--- src/rtl/motor_command_to_pwm_compare_defines.svh ---
// Assertion macros for the motor command to PWM compare block.
// Used by the top level; expects clk and rst_n in the including scope.
`ifndef MOTOR_COMMAND_TO_PWM_COMPARE_DEFINES_SVH
`define MOTOR_COMMAND_TO_PWM_COMPARE_DEFINES_SVH

// Same-cycle implication, checked while out of reset
`define MCTP_ASSERT_NOW(label, ante, cons, msg) \
    label: assert property (@(posedge clk) disable iff (!rst_n) (ante) |-> (cons)) \
        else $error(msg);

// Next-cycle implication, checked while out of reset
`define MCTP_ASSERT_NEXT(label, ante, cons, msg) \
    label: assert property (@(posedge clk) disable iff (!rst_n) (ante) |=> (cons)) \
        else $error(msg);

`endif

--- src/rtl/mctp_pkg.sv ---
// Shared types, constants and helpers for the motor command to PWM compare block.
// No dependencies; every other RTL module imports this package.
`default_nettype none

package mctp_pkg;

    localparam int COMPARE_WIDTH = 16;
    localparam int ADDR_W        = 5;
    localparam int DIV_STEPS     = 14;
    localparam int DUTY_W        = 14;
    localparam int RECIP_SHIFT   = 45;
    localparam int QUOT_W        = 63 - RECIP_SHIFT;

    localparam logic [DUTY_W-1:0] DUTY_FULL = 14'd10000;
    localparam logic [12:0]       DUTY_HALF = 13'd5000;
    // ceil(2^45 / 10000): exact floor division for dividends below 2^31
    localparam logic [31:0]       RECIP_10K = 32'd3518437209;
    localparam logic [32:0]       PULSE_CAP = (33'd1 << COMPARE_WIDTH) - 33'd1;

    typedef enum logic [2:0] {
        REG_VOLT_MIN     = 3'd0,
        REG_VOLT_MAX     = 3'd1,
        REG_VOLT_NEUTRAL = 3'd2,
        REG_VOLT_REF     = 3'd3,
        REG_DUTY_FLOOR   = 3'd4,
        REG_DUTY_CEILING = 3'd5,
        REG_PWM_PERIOD   = 3'd6
    } reg_index_t;

    typedef struct packed {
        logic               opcode;
        logic signed [15:0] command;
        logic signed [15:0] voltage_in_mv;
    } item_t;

    typedef struct packed {
        logic [COMPARE_WIDTH-1:0] compare_value;
        logic signed [15:0]       voltage_out_mv;
        logic [DUTY_W-1:0]        duty_out;
    } result_t;

    typedef struct packed {
        logic signed [15:0] volt_min_mv;
        logic signed [15:0] volt_max_mv;
        logic signed [15:0] volt_neutral_mv;
        logic [15:0]        volt_reference_mv;
        logic [DUTY_W-1:0]  duty_floor;
        logic [DUTY_W-1:0]  duty_ceiling;
        logic [16:0]        pwm_period;
    } cfg_t;

    localparam cfg_t CFG_RESET = '{
        volt_min_mv:       16'sd0,
        volt_max_mv:       16'sd3300,
        volt_neutral_mv:   16'sd1650,
        volt_reference_mv: 16'd3300,
        duty_floor:        14'd0,
        duty_ceiling:      14'd10000,
        pwm_period:        17'd65536
    };

    // Clamped voltage handed from the mapping stages to the duty stages
    typedef struct packed {
        logic               valid;
        logic signed [15:0] volt;
    } vstage_t;

    // Voltage and clamped duty handed to the pulse stages
    typedef struct packed {
        logic               valid;
        logic signed [15:0] volt;
        logic [DUTY_W-1:0]  duty;
    } dstage_t;

    // Low bound tested first, then the high bound
    function automatic logic signed [17:0] clamp_volt(
        input logic signed [17:0] x,
        input logic signed [15:0] lo,
        input logic signed [15:0] hi
    );
        logic signed [17:0] lo_x;
        logic signed [17:0] hi_x;
        logic signed [17:0] res;
        lo_x = 18'(lo);
        hi_x = 18'(hi);
        if (x < lo_x)
        begin
            res = lo_x;
        end
        else if (x > hi_x)
        begin
            res = hi_x;
        end
        else
        begin
            res = x;
        end
        return res;
    endfunction

endpackage

`default_nettype wire

--- src/rtl/mctp_regs.sv ---
// APB configuration register file for the motor command to PWM compare block.
// Depends on mctp_pkg for the register layout and reset values.
`default_nettype none

module mctp_regs (
    input  wire logic                       clk,
    input  wire logic                       rst_n,
    input  wire logic                       psel,
    input  wire logic                       penable,
    input  wire logic                       pwrite,
    input  wire logic [mctp_pkg::ADDR_W-1:0] paddr,
    input  wire logic [31:0]                pwdata,
    output logic [31:0]                     prdata,
    output logic                            pready,
    output mctp_pkg::cfg_t                  cfg
);
    import mctp_pkg::*;

    cfg_t       cfg_reg;
    cfg_t       cfg_next;
    reg_index_t idx;
    logic       wr_en;

    assign idx    = reg_index_t'(paddr[ADDR_W-1:2]);
    assign wr_en  = psel & penable & pwrite;
    assign pready = 1'b1;
    assign cfg    = cfg_reg;

    always_comb
    begin
        cfg_next = cfg_reg;
        if (wr_en)
        begin
            unique case (idx)
                REG_VOLT_MIN:     cfg_next.volt_min_mv       = pwdata[15:0];
                REG_VOLT_MAX:     cfg_next.volt_max_mv       = pwdata[15:0];
                REG_VOLT_NEUTRAL: cfg_next.volt_neutral_mv   = pwdata[15:0];
                REG_VOLT_REF:     cfg_next.volt_reference_mv = pwdata[15:0];
                REG_DUTY_FLOOR:   cfg_next.duty_floor        = pwdata[DUTY_W-1:0];
                REG_DUTY_CEILING: cfg_next.duty_ceiling      = pwdata[DUTY_W-1:0];
                REG_PWM_PERIOD:   cfg_next.pwm_period        = pwdata[16:0];
                default:          cfg_next = cfg_reg;
            endcase
        end
    end

    always_comb
    begin
        unique case (idx)
            REG_VOLT_MIN:     prdata = {16'b0, cfg_reg.volt_min_mv};
            REG_VOLT_MAX:     prdata = {16'b0, cfg_reg.volt_max_mv};
            REG_VOLT_NEUTRAL: prdata = {16'b0, cfg_reg.volt_neutral_mv};
            REG_VOLT_REF:     prdata = {16'b0, cfg_reg.volt_reference_mv};
            REG_DUTY_FLOOR:   prdata = {18'b0, cfg_reg.duty_floor};
            REG_DUTY_CEILING: prdata = {18'b0, cfg_reg.duty_ceiling};
            REG_PWM_PERIOD:   prdata = {15'b0, cfg_reg.pwm_period};
            default:          prdata = 32'b0;
        endcase
    end

    always_ff @(posedge clk or negedge rst_n)
    begin
        if (!rst_n)
        begin
            cfg_reg <= CFG_RESET;
        end
        else
        begin
            cfg_reg <= cfg_next;
        end
    end

endmodule

`default_nettype wire

--- src/rtl/mctp_vmap.sv ---
// Command mapping and voltage clamp stages: three register stages.
// Depends on mctp_pkg for the item, config and stage types.
`default_nettype none

module mctp_vmap (
    input  wire logic            clk,
    input  wire logic            rst_n,
    input  wire logic            accept,
    input  wire mctp_pkg::item_t item,
    input  wire mctp_pkg::cfg_t  cfg,
    output mctp_pkg::vstage_t    vout
);
    import mctp_pkg::*;

    // stage 1: command times span
    logic               s1_valid_reg;
    logic               s1_op_reg;
    logic signed [32:0] s1_prod_reg;
    logic signed [15:0] s1_vin_reg;
    logic signed [16:0] span;
    logic signed [32:0] s1_prod_next;

    // stage 2: rounded offset around neutral
    logic               s2_valid_reg;
    logic               s2_twice_reg;
    logic signed [17:0] s2_volt_reg;
    logic [32:0]        mag;
    logic [32:0]        rnd;
    logic signed [17:0] off;
    logic signed [17:0] s2_volt_next;

    // stage 3: limit clamp
    logic               s3_valid_reg;
    logic signed [15:0] s3_volt_reg;
    logic signed [17:0] clamp_once;
    logic signed [17:0] s3_volt_next;

    always_comb
    begin
        if (item.command >= 16'sd0)
        begin
            span = 17'(cfg.volt_max_mv) - 17'(cfg.volt_neutral_mv);
        end
        else
        begin
            span = 17'(cfg.volt_neutral_mv) - 17'(cfg.volt_min_mv);
        end
        s1_prod_next = 33'(item.command) * 33'(span);
    end

    always_comb
    begin
        mag = s1_prod_reg[32] ? (~s1_prod_reg + 33'd1) : s1_prod_reg;
        rnd = mag + 33'd16384;
        off = $signed({1'b0, rnd[31:15]});
        if (s1_prod_reg[32])
        begin
            off = -off;
        end
        if (s1_op_reg)
        begin
            s2_volt_next = 18'(s1_vin_reg);
        end
        else
        begin
            s2_volt_next = 18'(cfg.volt_neutral_mv) + off;
        end
    end

    // mapped commands see the clamp twice; with inverted limits the second pass matters
    always_comb
    begin
        clamp_once = clamp_volt(s2_volt_reg, cfg.volt_min_mv, cfg.volt_max_mv);
        if (s2_twice_reg)
        begin
            s3_volt_next = clamp_volt(clamp_once, cfg.volt_min_mv, cfg.volt_max_mv);
        end
        else
        begin
            s3_volt_next = clamp_once;
        end
    end

    always_ff @(posedge clk or negedge rst_n)
    begin
        if (!rst_n)
        begin
            s1_valid_reg <= 1'b0;
            s2_valid_reg <= 1'b0;
            s3_valid_reg <= 1'b0;
        end
        else
        begin
            s1_valid_reg <= accept;
            s2_valid_reg <= s1_valid_reg;
            s3_valid_reg <= s2_valid_reg;
        end
    end

    always_ff @(posedge clk)
    begin
        s1_op_reg    <= item.opcode;
        s1_prod_reg  <= s1_prod_next;
        s1_vin_reg   <= item.voltage_in_mv;
        s2_twice_reg <= ~s1_op_reg;
        s2_volt_reg  <= s2_volt_next;
        s3_volt_reg  <= s3_volt_next[15:0];
    end

    assign vout.valid = s3_valid_reg;
    assign vout.volt  = s3_volt_reg;

endmodule

`default_nettype wire

--- src/rtl/mctp_duty.sv ---
// Voltage to duty conversion: pipelined restoring divider, one quotient bit per stage,
// followed by the duty clamp. Depends on mctp_pkg.
`default_nettype none

module mctp_duty (
    input  wire logic              clk,
    input  wire logic              rst_n,
    input  wire mctp_pkg::vstage_t vin,
    input  wire mctp_pkg::cfg_t    cfg,
    output mctp_pkg::dstage_t      dout
);
    import mctp_pkg::*;

    typedef struct packed {
        logic               neg;
        logic               over;
        logic signed [15:0] volt;
        logic [29:0]        rem;
        logic [DIV_STEPS-1:0] quo;
    } div_slot_t;

    logic [15:0]        vref;
    logic [16:0]        den;

    // stage A: numerator 2*|v|*10000 + vref
    logic               a_valid_reg;
    logic               a_neg_reg;
    logic signed [15:0] a_volt_reg;
    logic [29:0]        a_num_reg;
    logic [16:0]        vabs;
    logic [28:0]        scaled;
    logic [29:0]        a_num_next;

    logic [DIV_STEPS:0] dv_reg;
    div_slot_t          slot_reg  [0:DIV_STEPS];
    div_slot_t          slot_next [0:DIV_STEPS];

    // clamp stage
    logic               c_valid_reg;
    logic signed [15:0] c_volt_reg;
    logic [DUTY_W-1:0]  c_duty_reg;
    logic [DUTY_W-1:0]  c_duty_next;
    div_slot_t          last;

    assign vref = (cfg.volt_reference_mv == 16'd0) ? 16'd1 : cfg.volt_reference_mv;
    assign den  = {vref, 1'b0};

    always_comb
    begin
        vabs       = vin.volt[15] ? (17'd0 - 17'(vin.volt)) : 17'(vin.volt);
        scaled     = 29'(vabs) * 29'(DUTY_FULL);
        a_num_next = {scaled, 1'b0} + 30'(vref);
    end

    always_comb
    begin
        slot_next[0].neg  = a_neg_reg;
        slot_next[0].volt = a_volt_reg;
        slot_next[0].rem  = a_num_reg;
        slot_next[0].quo  = '0;
        // quotient would not fit the duty range: saturate instead of dividing
        slot_next[0].over = 31'(a_num_reg) >= (31'(den) << DIV_STEPS);
        for (int i = 0; i < DIV_STEPS; i++)
        begin
            slot_next[i+1] = slot_reg[i];
            if (slot_reg[i].rem >= (30'(den) << (DIV_STEPS - 1 - i)))
            begin
                slot_next[i+1].rem = slot_reg[i].rem - (30'(den) << (DIV_STEPS - 1 - i));
                slot_next[i+1].quo[DIV_STEPS - 1 - i] = 1'b1;
            end
        end
    end

    assign last = slot_reg[DIV_STEPS];

    always_comb
    begin
        if (last.neg && (last.over || (last.quo != '0)))
        begin
            c_duty_next = cfg.duty_floor;
        end
        else if (!last.over && (last.quo < cfg.duty_floor))
        begin
            c_duty_next = cfg.duty_floor;
        end
        else if (last.over || (last.quo > cfg.duty_ceiling))
        begin
            c_duty_next = cfg.duty_ceiling;
        end
        else
        begin
            c_duty_next = last.quo;
        end
    end

    always_ff @(posedge clk or negedge rst_n)
    begin
        if (!rst_n)
        begin
            a_valid_reg <= 1'b0;
            dv_reg      <= '0;
            c_valid_reg <= 1'b0;
        end
        else
        begin
            a_valid_reg <= vin.valid;
            dv_reg      <= {dv_reg[DIV_STEPS-1:0], a_valid_reg};
            c_valid_reg <= dv_reg[DIV_STEPS];
        end
    end

    always_ff @(posedge clk)
    begin
        a_neg_reg  <= vin.volt[15];
        a_volt_reg <= vin.volt;
        a_num_reg  <= a_num_next;
        slot_reg   <= slot_next;
        c_volt_reg <= last.volt;
        c_duty_reg <= c_duty_next;
    end

    assign dout.valid = c_valid_reg;
    assign dout.volt  = c_volt_reg;
    assign dout.duty  = c_duty_reg;

endmodule

`default_nettype wire

--- src/rtl/mctp_pulse.sv ---
// Duty to compare count: multiply by period, divide by 10000 through a reciprocal,
// then limit to period minus one and the compare width. Depends on mctp_pkg.
`default_nettype none

module mctp_pulse (
    input  wire logic              clk,
    input  wire logic              rst_n,
    input  wire mctp_pkg::dstage_t din,
    input  wire mctp_pkg::cfg_t    cfg,
    output logic                   done,
    output mctp_pkg::result_t      result
);
    import mctp_pkg::*;

    logic [2:0]         pv_reg;

    logic signed [15:0] p1_volt_reg;
    logic [DUTY_W-1:0]  p1_duty_reg;
    logic [30:0]        p1_prod_reg;
    logic [30:0]        p1_prod_next;

    logic signed [15:0] p2_volt_reg;
    logic [DUTY_W-1:0]  p2_duty_reg;
    logic [62:0]        p2_prod_reg;
    logic [30:0]        biased;
    logic [62:0]        p2_prod_next;

    result_t            res_reg;
    logic [QUOT_W-1:0]  quot;
    logic [QUOT_W-1:0]  pulse_lim;
    logic [16:0]        top_count;
    logic [COMPARE_WIDTH-1:0] cmp_next;

    assign p1_prod_next = 31'(din.duty) * 31'(cfg.pwm_period);
    assign biased       = p1_prod_reg + 31'(DUTY_HALF);
    assign p2_prod_next = 63'(biased) * 63'(RECIP_10K);

    always_comb
    begin
        quot      = p2_prod_reg[62:RECIP_SHIFT];
        top_count = cfg.pwm_period - 17'd1;
        if (cfg.pwm_period == 17'd0)
        begin
            pulse_lim = '0;
        end
        else if (quot > QUOT_W'(top_count))
        begin
            pulse_lim = QUOT_W'(top_count);
        end
        else
        begin
            pulse_lim = quot;
        end
        if (33'(pulse_lim) > PULSE_CAP)
        begin
            cmp_next = COMPARE_WIDTH'(PULSE_CAP);
        end
        else
        begin
            cmp_next = COMPARE_WIDTH'(pulse_lim);
        end
    end

    always_ff @(posedge clk or negedge rst_n)
    begin
        if (!rst_n)
        begin
            pv_reg <= '0;
        end
        else
        begin
            pv_reg <= {pv_reg[1:0], din.valid};
        end
    end

    always_ff @(posedge clk)
    begin
        p1_volt_reg            <= din.volt;
        p1_duty_reg            <= din.duty;
        p1_prod_reg            <= p1_prod_next;
        p2_volt_reg            <= p1_volt_reg;
        p2_duty_reg            <= p1_duty_reg;
        p2_prod_reg            <= p2_prod_next;
        res_reg.compare_value  <= cmp_next;
        res_reg.voltage_out_mv <= p2_volt_reg;
        res_reg.duty_out       <= p2_duty_reg;
    end

    assign done   = pv_reg[2];
    assign result = res_reg;

endmodule

`default_nettype wire

--- src/rtl/motor_command_to_pwm_compare.sv ---
// Top level of the motor command to PWM compare block.
// Instantiates mctp_regs, mctp_vmap, mctp_duty and mctp_pulse; uses mctp_pkg and the defines header.
//
// Usage:
//   Items enter on start/item and are taken at any edge where start is high and busy
//   is low. Opcode 0 maps a Q1.15 command around the neutral voltage; opcode 1 takes
//   voltage_in_mv directly. Each item gives one result on the result port, marked by
//   done for exactly one cycle; the receiver cannot stall, so results are never held.
//   From accept to done an item passes the command mapping and voltage clamp stages, the
//   duty divider (setup, saturation test, one quotient bit per stage over 14 stages, then
//   clamp) and the period scaling multipliers. Throughput is one item per cycle while
//   busy is low; every stage is a plain register with a valid bit. Configuration goes
//   through the APB port (register i at byte address 4*i, pready always high); the user
//   must write it only while no item is in flight, as the block does not enforce this.
//   Reset clears all valid bits and loads the register defaults; busy stays high until
//   the first edge after reset is released.
`default_nettype none

`include "motor_command_to_pwm_compare_defines.svh"

module motor_command_to_pwm_compare (
    input  wire logic                        clk,
    input  wire logic                        rst_n,
    input  wire logic                        start,
    output logic                             busy,
    input  wire mctp_pkg::item_t             item,
    output logic                             done,
    output mctp_pkg::result_t                result,
    input  wire logic                        psel,
    input  wire logic                        penable,
    input  wire logic                        pwrite,
    input  wire logic [mctp_pkg::ADDR_W-1:0] paddr,
    input  wire logic [31:0]                 pwdata,
    output logic [31:0]                      prdata,
    output logic                             pready
);
    import mctp_pkg::*;

    cfg_t    cfg;
    vstage_t vst;
    dstage_t dst;
    logic    accept;
    logic    busy_reg;
    logic    busy_next;

    assign busy_next = 1'b0;
    assign busy      = busy_reg;
    assign accept    = start & ~busy_reg;

    always_ff @(posedge clk or negedge rst_n)
    begin
        if (!rst_n)
        begin
            busy_reg <= 1'b1;
        end
        else
        begin
            busy_reg <= busy_next;
        end
    end

    mctp_regs u_regs (
        .clk     (clk),
        .rst_n   (rst_n),
        .psel    (psel),
        .penable (penable),
        .pwrite  (pwrite),
        .paddr   (paddr),
        .pwdata  (pwdata),
        .prdata  (prdata),
        .pready  (pready),
        .cfg     (cfg)
    );

    mctp_vmap u_vmap (
        .clk    (clk),
        .rst_n  (rst_n),
        .accept (accept),
        .item   (item),
        .cfg    (cfg),
        .vout   (vst)
    );

    mctp_duty u_duty (
        .clk   (clk),
        .rst_n (rst_n),
        .vin   (vst),
        .cfg   (cfg),
        .dout  (dst)
    );

    mctp_pulse u_pulse (
        .clk    (clk),
        .rst_n  (rst_n),
        .din    (dst),
        .cfg    (cfg),
        .done   (done),
        .result (result)
    );

    `MCTP_ASSERT_NOW(a_duty_in_limits, done && (cfg.duty_floor <= cfg.duty_ceiling), (result.duty_out >= cfg.duty_floor) && (result.duty_out <= cfg.duty_ceiling), "duty outside floor/ceiling")
    `MCTP_ASSERT_NOW(a_volt_in_limits, done && (cfg.volt_min_mv <= cfg.volt_max_mv), (result.voltage_out_mv >= cfg.volt_min_mv) && (result.voltage_out_mv <= cfg.volt_max_mv), "voltage outside limits")
    `MCTP_ASSERT_NOW(a_compare_below_period, done && (cfg.pwm_period != 17'd0), 33'(result.compare_value) < 33'(cfg.pwm_period), "compare value not below period")
    `MCTP_ASSERT_NOW(a_zero_period, done && (cfg.pwm_period == 17'd0), result.compare_value == '0, "compare value nonzero with zero period")
    `MCTP_ASSERT_NEXT(a_ready_after_reset, 1'b1, !busy, "busy held after reset")

endmodule

`default_nettype wire
--- config.mk ---
export PLATFORM = sky130hd
export DESIGN_NAME = motor_command_to_pwm_compare
export DESIGN_NICKNAME = d
export VERILOG_FILES = /design/src/rtl/mctp_pkg.sv /design/src/rtl/mctp_regs.sv /design/src/rtl/mctp_vmap.sv /design/src/rtl/mctp_duty.sv /design/src/rtl/mctp_pulse.sv /design/src/rtl/motor_command_to_pwm_compare.sv
export VERILOG_INCLUDE_DIRS = /design/src /design/src/rtl
export SDC_FILE = /design/constraint.sdc
export NUM_CORES = 2
export LEC_CHECK = 0
export BUFFER_PORTS_ARGS = -buffer_cell sky130_fd_sc_hd__buf_2
export CAP_MARGIN = 20
export CELL_PAD_IN_SITES_DETAIL_PLACEMENT = 0
export CELL_PAD_IN_SITES_GLOBAL_PLACEMENT = 1
export CORE_MARGIN = 2
export CORE_UTILIZATION = 55
export DETAILED_ROUTE_END_ITERATION = 12
export GPL_ROUTABILITY_DRIVEN = 1
export HOLD_SLACK_MARGIN = 0.08
export PLACE_DENSITY = 0.89
export SLEW_MARGIN = 20
export SYNTH_ARGS = -nofsm -noshare
export SYNTH_HDL_FRONTEND = slang
export SYNTH_HIERARCHICAL = 1
export SYNTH_SLANG_ARGS = --single-unit
--- constraint.sdc ---
create_clock -name clk -period 24.7 [get_ports clk]
set_input_delay 4.94 -clock clk [delete_from_list [all_inputs] [get_ports clk]]
set_output_delay 4.94 -clock clk [all_outputs]
set_load 0.02 [all_outputs]
; ---- Word level (Yosys, flattened, before mapping)
; Index checks and enable logic that the tools add are counted.
[word_totals]
regBits = 1290
elab_cells = 230
inputBits = 76
[op_classes]
n_addsub = 23
reduce_logical = 16
mux = 30
n_mul = 4
n_bitwise = 6
n_eq_ne = 6
n_lt_le_gt_ge = 24
[op_table]
columns = cell, count
row1 = $mux 30, 12
row2 = $pmux 17 s7, 1
row3 = $mux 18, 6
row4 = $mux 16, 4
row5 = $mul 31x32->63 const B, 1
row6 = $mux 14, 3
row7 = $gt 18x16->1, 2
row8 = $lt 18x16->1, 2
row9 = $mux 17, 2
row10 = $sub 16x16->17, 2
row11 = $mul 16x17->33, 1
row12 = $add 32x1->32 const B, 1
row13 = $add 32x15->32 const B, 1
row14 = $mux 32, 1
row15 = $not 32->32, 1
row16 = $add 31x13->31 const B, 1
row17 = $ge 30x31->1, 1
row18 = $mul 14x17->31, 1
row19 = $mux 31, 1
row20 = $add 30x16->30, 1
row21 = $ge 30x17->1, 1
row22 = $ge 30x18->1, 1
row23 = $ge 30x19->1, 1
row24 = $ge 30x20->1, 1
row25 = other kinds (46), 60

; ---- Longest topological paths before layout
[depth]
depth_word = 8
mapped_depth = 39
depth_no_buf = 38

; ---- By module
; Netlist, hierarchy kept.
[by_module_without_submodules]
columns = module, instances, cells_per_inst, area_each_um2, seq_area_each_um2
row1 = mctp_duty, 1, 3575, 36453.7, 17561.8
row2 = mctp_pulse, 1, 2883, 29106.7, 3178.0
row3 = mctp_vmap, 1, 2259, 19050.8, 1776.7
row4 = mctp_regs, 1, 390, 5333.9, 2757.6
row5 = motor_command_to_pwm_compare, 1, 3, 43.8, 26.3

; ---- Worst setup path before layout
; No wires, ideal clock.
[synth_path]
kind = in2reg
start = input port item[31] in the netlist's numbering
end = register u_vmap.s1_prod_reg[30]
arrival_ns = 11.793
setup_slack_ns = 12.845
cell_stages = 26
n_path_buf = 2
cell_sequence = inv_1 clkbuf_1 mux2_2 clkbuf_1 and2_1 fa_1 inv_1 fa_1 inv_1 fa_1 fa_1 inv_1 fa_1 inv_1 fa_1 ha_1 a21oi_1 nand2_1 o311ai_0 o21ai_0 a311oi_1 nor3_1 a41oi_1 o21ai_0 or4_1 nand3_1
[synth_via]
elab_chain_cells = 3
[synth_rtl]
columns = element, line_no
row1 = from (decl), motor_command_to_pwm_compare.sv:26  ; input wire mctp_pkg::item_t item,
row2 = $ge 16x1->1, mctp_vmap.sv:40  ; if (item.command >= 16'sd0)
row3 = $mux 17, mctp_vmap.sv:40
row4 = $mul 16x17->33 *, mctp_vmap.sv:48  ; s1_prod_next = 33'(item.command) * 33'(span);
row5 = named net u_vmap.s1_prod_next[30], mctp_vmap.sv:21  ; logic signed [32:0] s1_prod_next;
row6 = to (signal assigned), mctp_vmap.sv:103  ; s1_prod_reg <= s1_prod_next;
row7 = to (decl), mctp_vmap.sv:18  ; logic signed [32:0] s1_prod_reg;
; Mark *: on every way through the listed nets, which the timed path passes. The rest lies on a longest branch.
; A chain may end at the register's enable or synchronous reset.

; ---- Worst setup path in the final report
; Same ends and word-level chain as after synthesis.

==> impl_metrics.env <==
export IMPL_fp_dieW_um=408
export IMPL_final_cell_mix="1,406 x inv_1, 1,096 x dfxtp_1, 1,025 x ha_1, 930 x fa_1, 681 x nand2_1"
export IMPL_arrival_ps=13250
export IMPL_pre_cts_slack_ps=11540
export IMPL_viasPerCell=5.56
export IMPL_synth_area_um2=90000
export IMPL_hold_class="register to register"
export IMPL_fin_crit_sh=0.508
export IMPL_fin_worst_skew_ps=49.1
export IMPL_cts_path_max_buffers=3
export IMPL_die_area_um2=167000
export IMPL_syn_area_per_cell_um2=9.88
export IMPL_cts_tree="yes"
export IMPL_syn_to_final_growth_pct=8.71
export IMPL_path_max_fanout=24
export IMPL_ctsResizeCount=0
export IMPL_end_kind="register"
export IMPL_ys_ff_latch=1229
export IMPL_worstSetupPathType="primary input to register"
export IMPL_cts_buffers_inserted=134
export IMPL_grt_pass1_vias=66595
export IMPL_fin_crit_ps=12540
export IMPL_die_y_um=408
export IMPL_vias=63935
export IMPL_finalHoldViolCount=0
export IMPL_fin_ws_ps=12160
export IMPL_relSlewSlack=0.191
export IMPL_drt_initial_drc_count=4158
export IMPL_ff2ff_setup_slack_ps=14330
export IMPL_clk_pin_slew_ps=60
export IMPL_antenna_found_initial=12
export IMPL_timing_fmax_mhz=79.8
export IMPL_ios=157
export IMPL_cts_setup_buffers=0
export IMPL_dp_hpwl_um=177000
export IMPL_drive_gt1_frac=0.0760
export IMPL_post_drt_wl_per_cell_um=19.4
export IMPL_wirelength_um=223000
export IMPL_holdPathStages=0
export IMPL_utilization=0.602
export IMPL_cts_hold_buf=0
export IMPL_met3_usage=0.0431
export IMPL_ant_nets=0
export IMPL_reg2reg_depth=32
export IMPL_ys_warn_count=6
export IMPL_start_util=0.553
export IMPL_largest_register_ffs=420
export IMPL_clk_latency_ps=770
export IMPL_top_usage_layer="met2"
export IMPL_overflow=0
export IMPL_async_flop_share=0.108
export IMPL_grt_use_met1=0.357
export IMPL_hold_path_endpoint="u_duty/slot_next[370]"
export IMPL_synth_edf_count=0
export IMPL_setup_viol=0
export IMPL_netlist_instances=9110
export IMPL_grt_first_pass_wirelength_um=359000
export IMPL_instances_no_fill=11498
export IMPL_synth_distinct_cells=115
export IMPL_portBuffers=123
export IMPL_gp_congestion=0.982
export IMPL_clock_sinks=1229
export IMPL_rr_startpoint="u_pulse/p1_prod_reg[3]"
export IMPL_first_pass_iters=6
export IMPL_core_um2=163000
export IMPL_cts_root_buf="clkbuf_16"
export IMPL_cap_violations=0
export IMPL_yosysSeqAreaShare=0.281
export IMPL_r2r_end="u_pulse/p2_prod_reg[62]"
export IMPL_cpPeakStageDelay_ps=640
export IMPL_layout_commonest_cell="inv_1"
export IMPL_fin_nets=11239
export IMPL_critPathLaunchType="primary input"
export IMPL_setup_tns_ps=0
export IMPL_rsz0062_at_grt="false"
export IMPL_status="finished, final reports clean"
export IMPL_grt_max_degree=75
export IMPL_post_place_cells=11246
export IMPL_path_common_cell="fa_1"
export IMPL_grtUsageMet2=0.447
export IMPL_synth_area_top_cells="dfxtp_1 24%, fa_1 21%, ha_1 14%, inv_1 5.9%, dfrtp_1 3.0%"
export IMPL_tightest_slew_ps=1200
export IMPL_num_rows=148
export IMPL_worstPathRequired_ps=25420
export IMPL_route_detailed_drc=0
export IMPL_yosys_area_top_type_share=0.244
export IMPL_cts_max_level=4
export IMPL_slew_violations=0
export IMPL_min_from="u_duty/slot_next[432]"
export IMPL_slowest_stage="inv_1"
export IMPL_grt_usage=0.270
export IMPL_ys_flop_type="dfxtp_1"
export IMPL_synth_top_cell_by_area="dfxtp_1"
==> cell families (layout without fill, tap and decap cells) <==
logic type      Yosys count  count (layout)  synth area share
simple gates           2111            2111             0.119
fa+ha+maj              1955            1955             0.349
buf+inv                1661            1852            0.0710
compound gates         1430            1430             0.102
flops                  1229            1229             0.281
xor+xnor                487             487            0.0478
mux                     232             232            0.0286
other cells               5              27          0.000209
==> routing by layer <==
| metal | share of wire | wire length (um) | vias up |
|---|---|---|---|
| li1 | - | - | 30313 |
| met1 | 0.44 | 97200 | 31440 |
| met2 | 0.47 | 105000 | 1765 |
| met3 | 0.057 | 12800 | 415 |
| met4 | 0.037 | 8220 | 2 |
| met5 | 0.000058 | 13 | - |
==> Yosys cell counts (28+ instances only) <==
| cell type | instances |
|---|---|
| a211oi_1 | 40 |
| a21o_1 | 167 |
| a21oi_1 | 366 |
| a31oi_1 | 53 |
| and2_1 | 285 |
| and3_1 | 39 |
| clkbuf_1 | 192 |
| dfrtp_1 | 108 |
| dfxtp_1 | 1096 |
| fa_1 | 930 |
| ha_1 | 1025 |
| inv_1 | 1406 |
| mux2_2 | 149 |
| mux2i_1 | 70 |
| nand2_1 | 681 |
| nand2b_1 | 67 |
| nand3_1 | 151 |
| nand4_1 | 76 |
| nor2_1 | 328 |
| nor2b_1 | 91 |
| nor3_1 | 110 |
| nor4_1 | 61 |
| o211ai_1 | 29 |
| o21a_1 | 88 |
| o21ai_0 | 351 |
| o21bai_1 | 36 |
| o31ai_1 | 57 |
| or2_2 | 28 |
| or3_1 | 37 |
| xnor2_1 | 292 |
| xor2_1 | 192 |
==> stage by stage <==
step,area (um2),hold WS [ps]
global placement,92900,310
finish,97800,312
floorplan,90000,310
CTS,97800,309
detailed placement,92900,312
global route,97800,318
==> final cells by class <==
type | instances | area [um2]
flip-flops and latches | 1229 | 25300
multi-input cells | 6236 | 58400
diodes | 6 | 15.0
inverters | 1410 | 5290
fillers | 13744 | 64800
clock inverters | 70 | 983
well taps | 2175 | 2720
clock buffers | 175 | 3870
repair buffers | 197 | 1190
==> critical path, delay by kind of cell <==
family / cells / cell delay (ps)
muxes: 1 / 560
adders and majority gates: 7 / 3380
and+or+nand+nor: 5 / 1080
AOI/OAI and AO/OA: 6 / 2140
buffers and inverters: 6 / 1120
==> how the worst max path moves through the flow <==
stage / from / endpoint / slack [ps] / cells past startpoint
global placement: item[31] / u_vmap/s1_prod_reg[30] / 11580 / 25
global route: item[31] / u_vmap/s1_prod_reg[30] / 11650 / 25
floorplan: item[31] / u_vmap/s1_prod_reg[30] / 12840 / 26
finish: item[31] / u_vmap/s1_prod_reg[30] / 12160 / 25
detailed placement: item[31] / u_vmap/s1_prod_reg[30] / 11540 / 25
CTS: item[31] / u_vmap/s1_prod_reg[30] / 12340 / 25
Power is not shown: default switching activity piles up to over one toggle a cycle in this logic, so the estimate is an artifact.
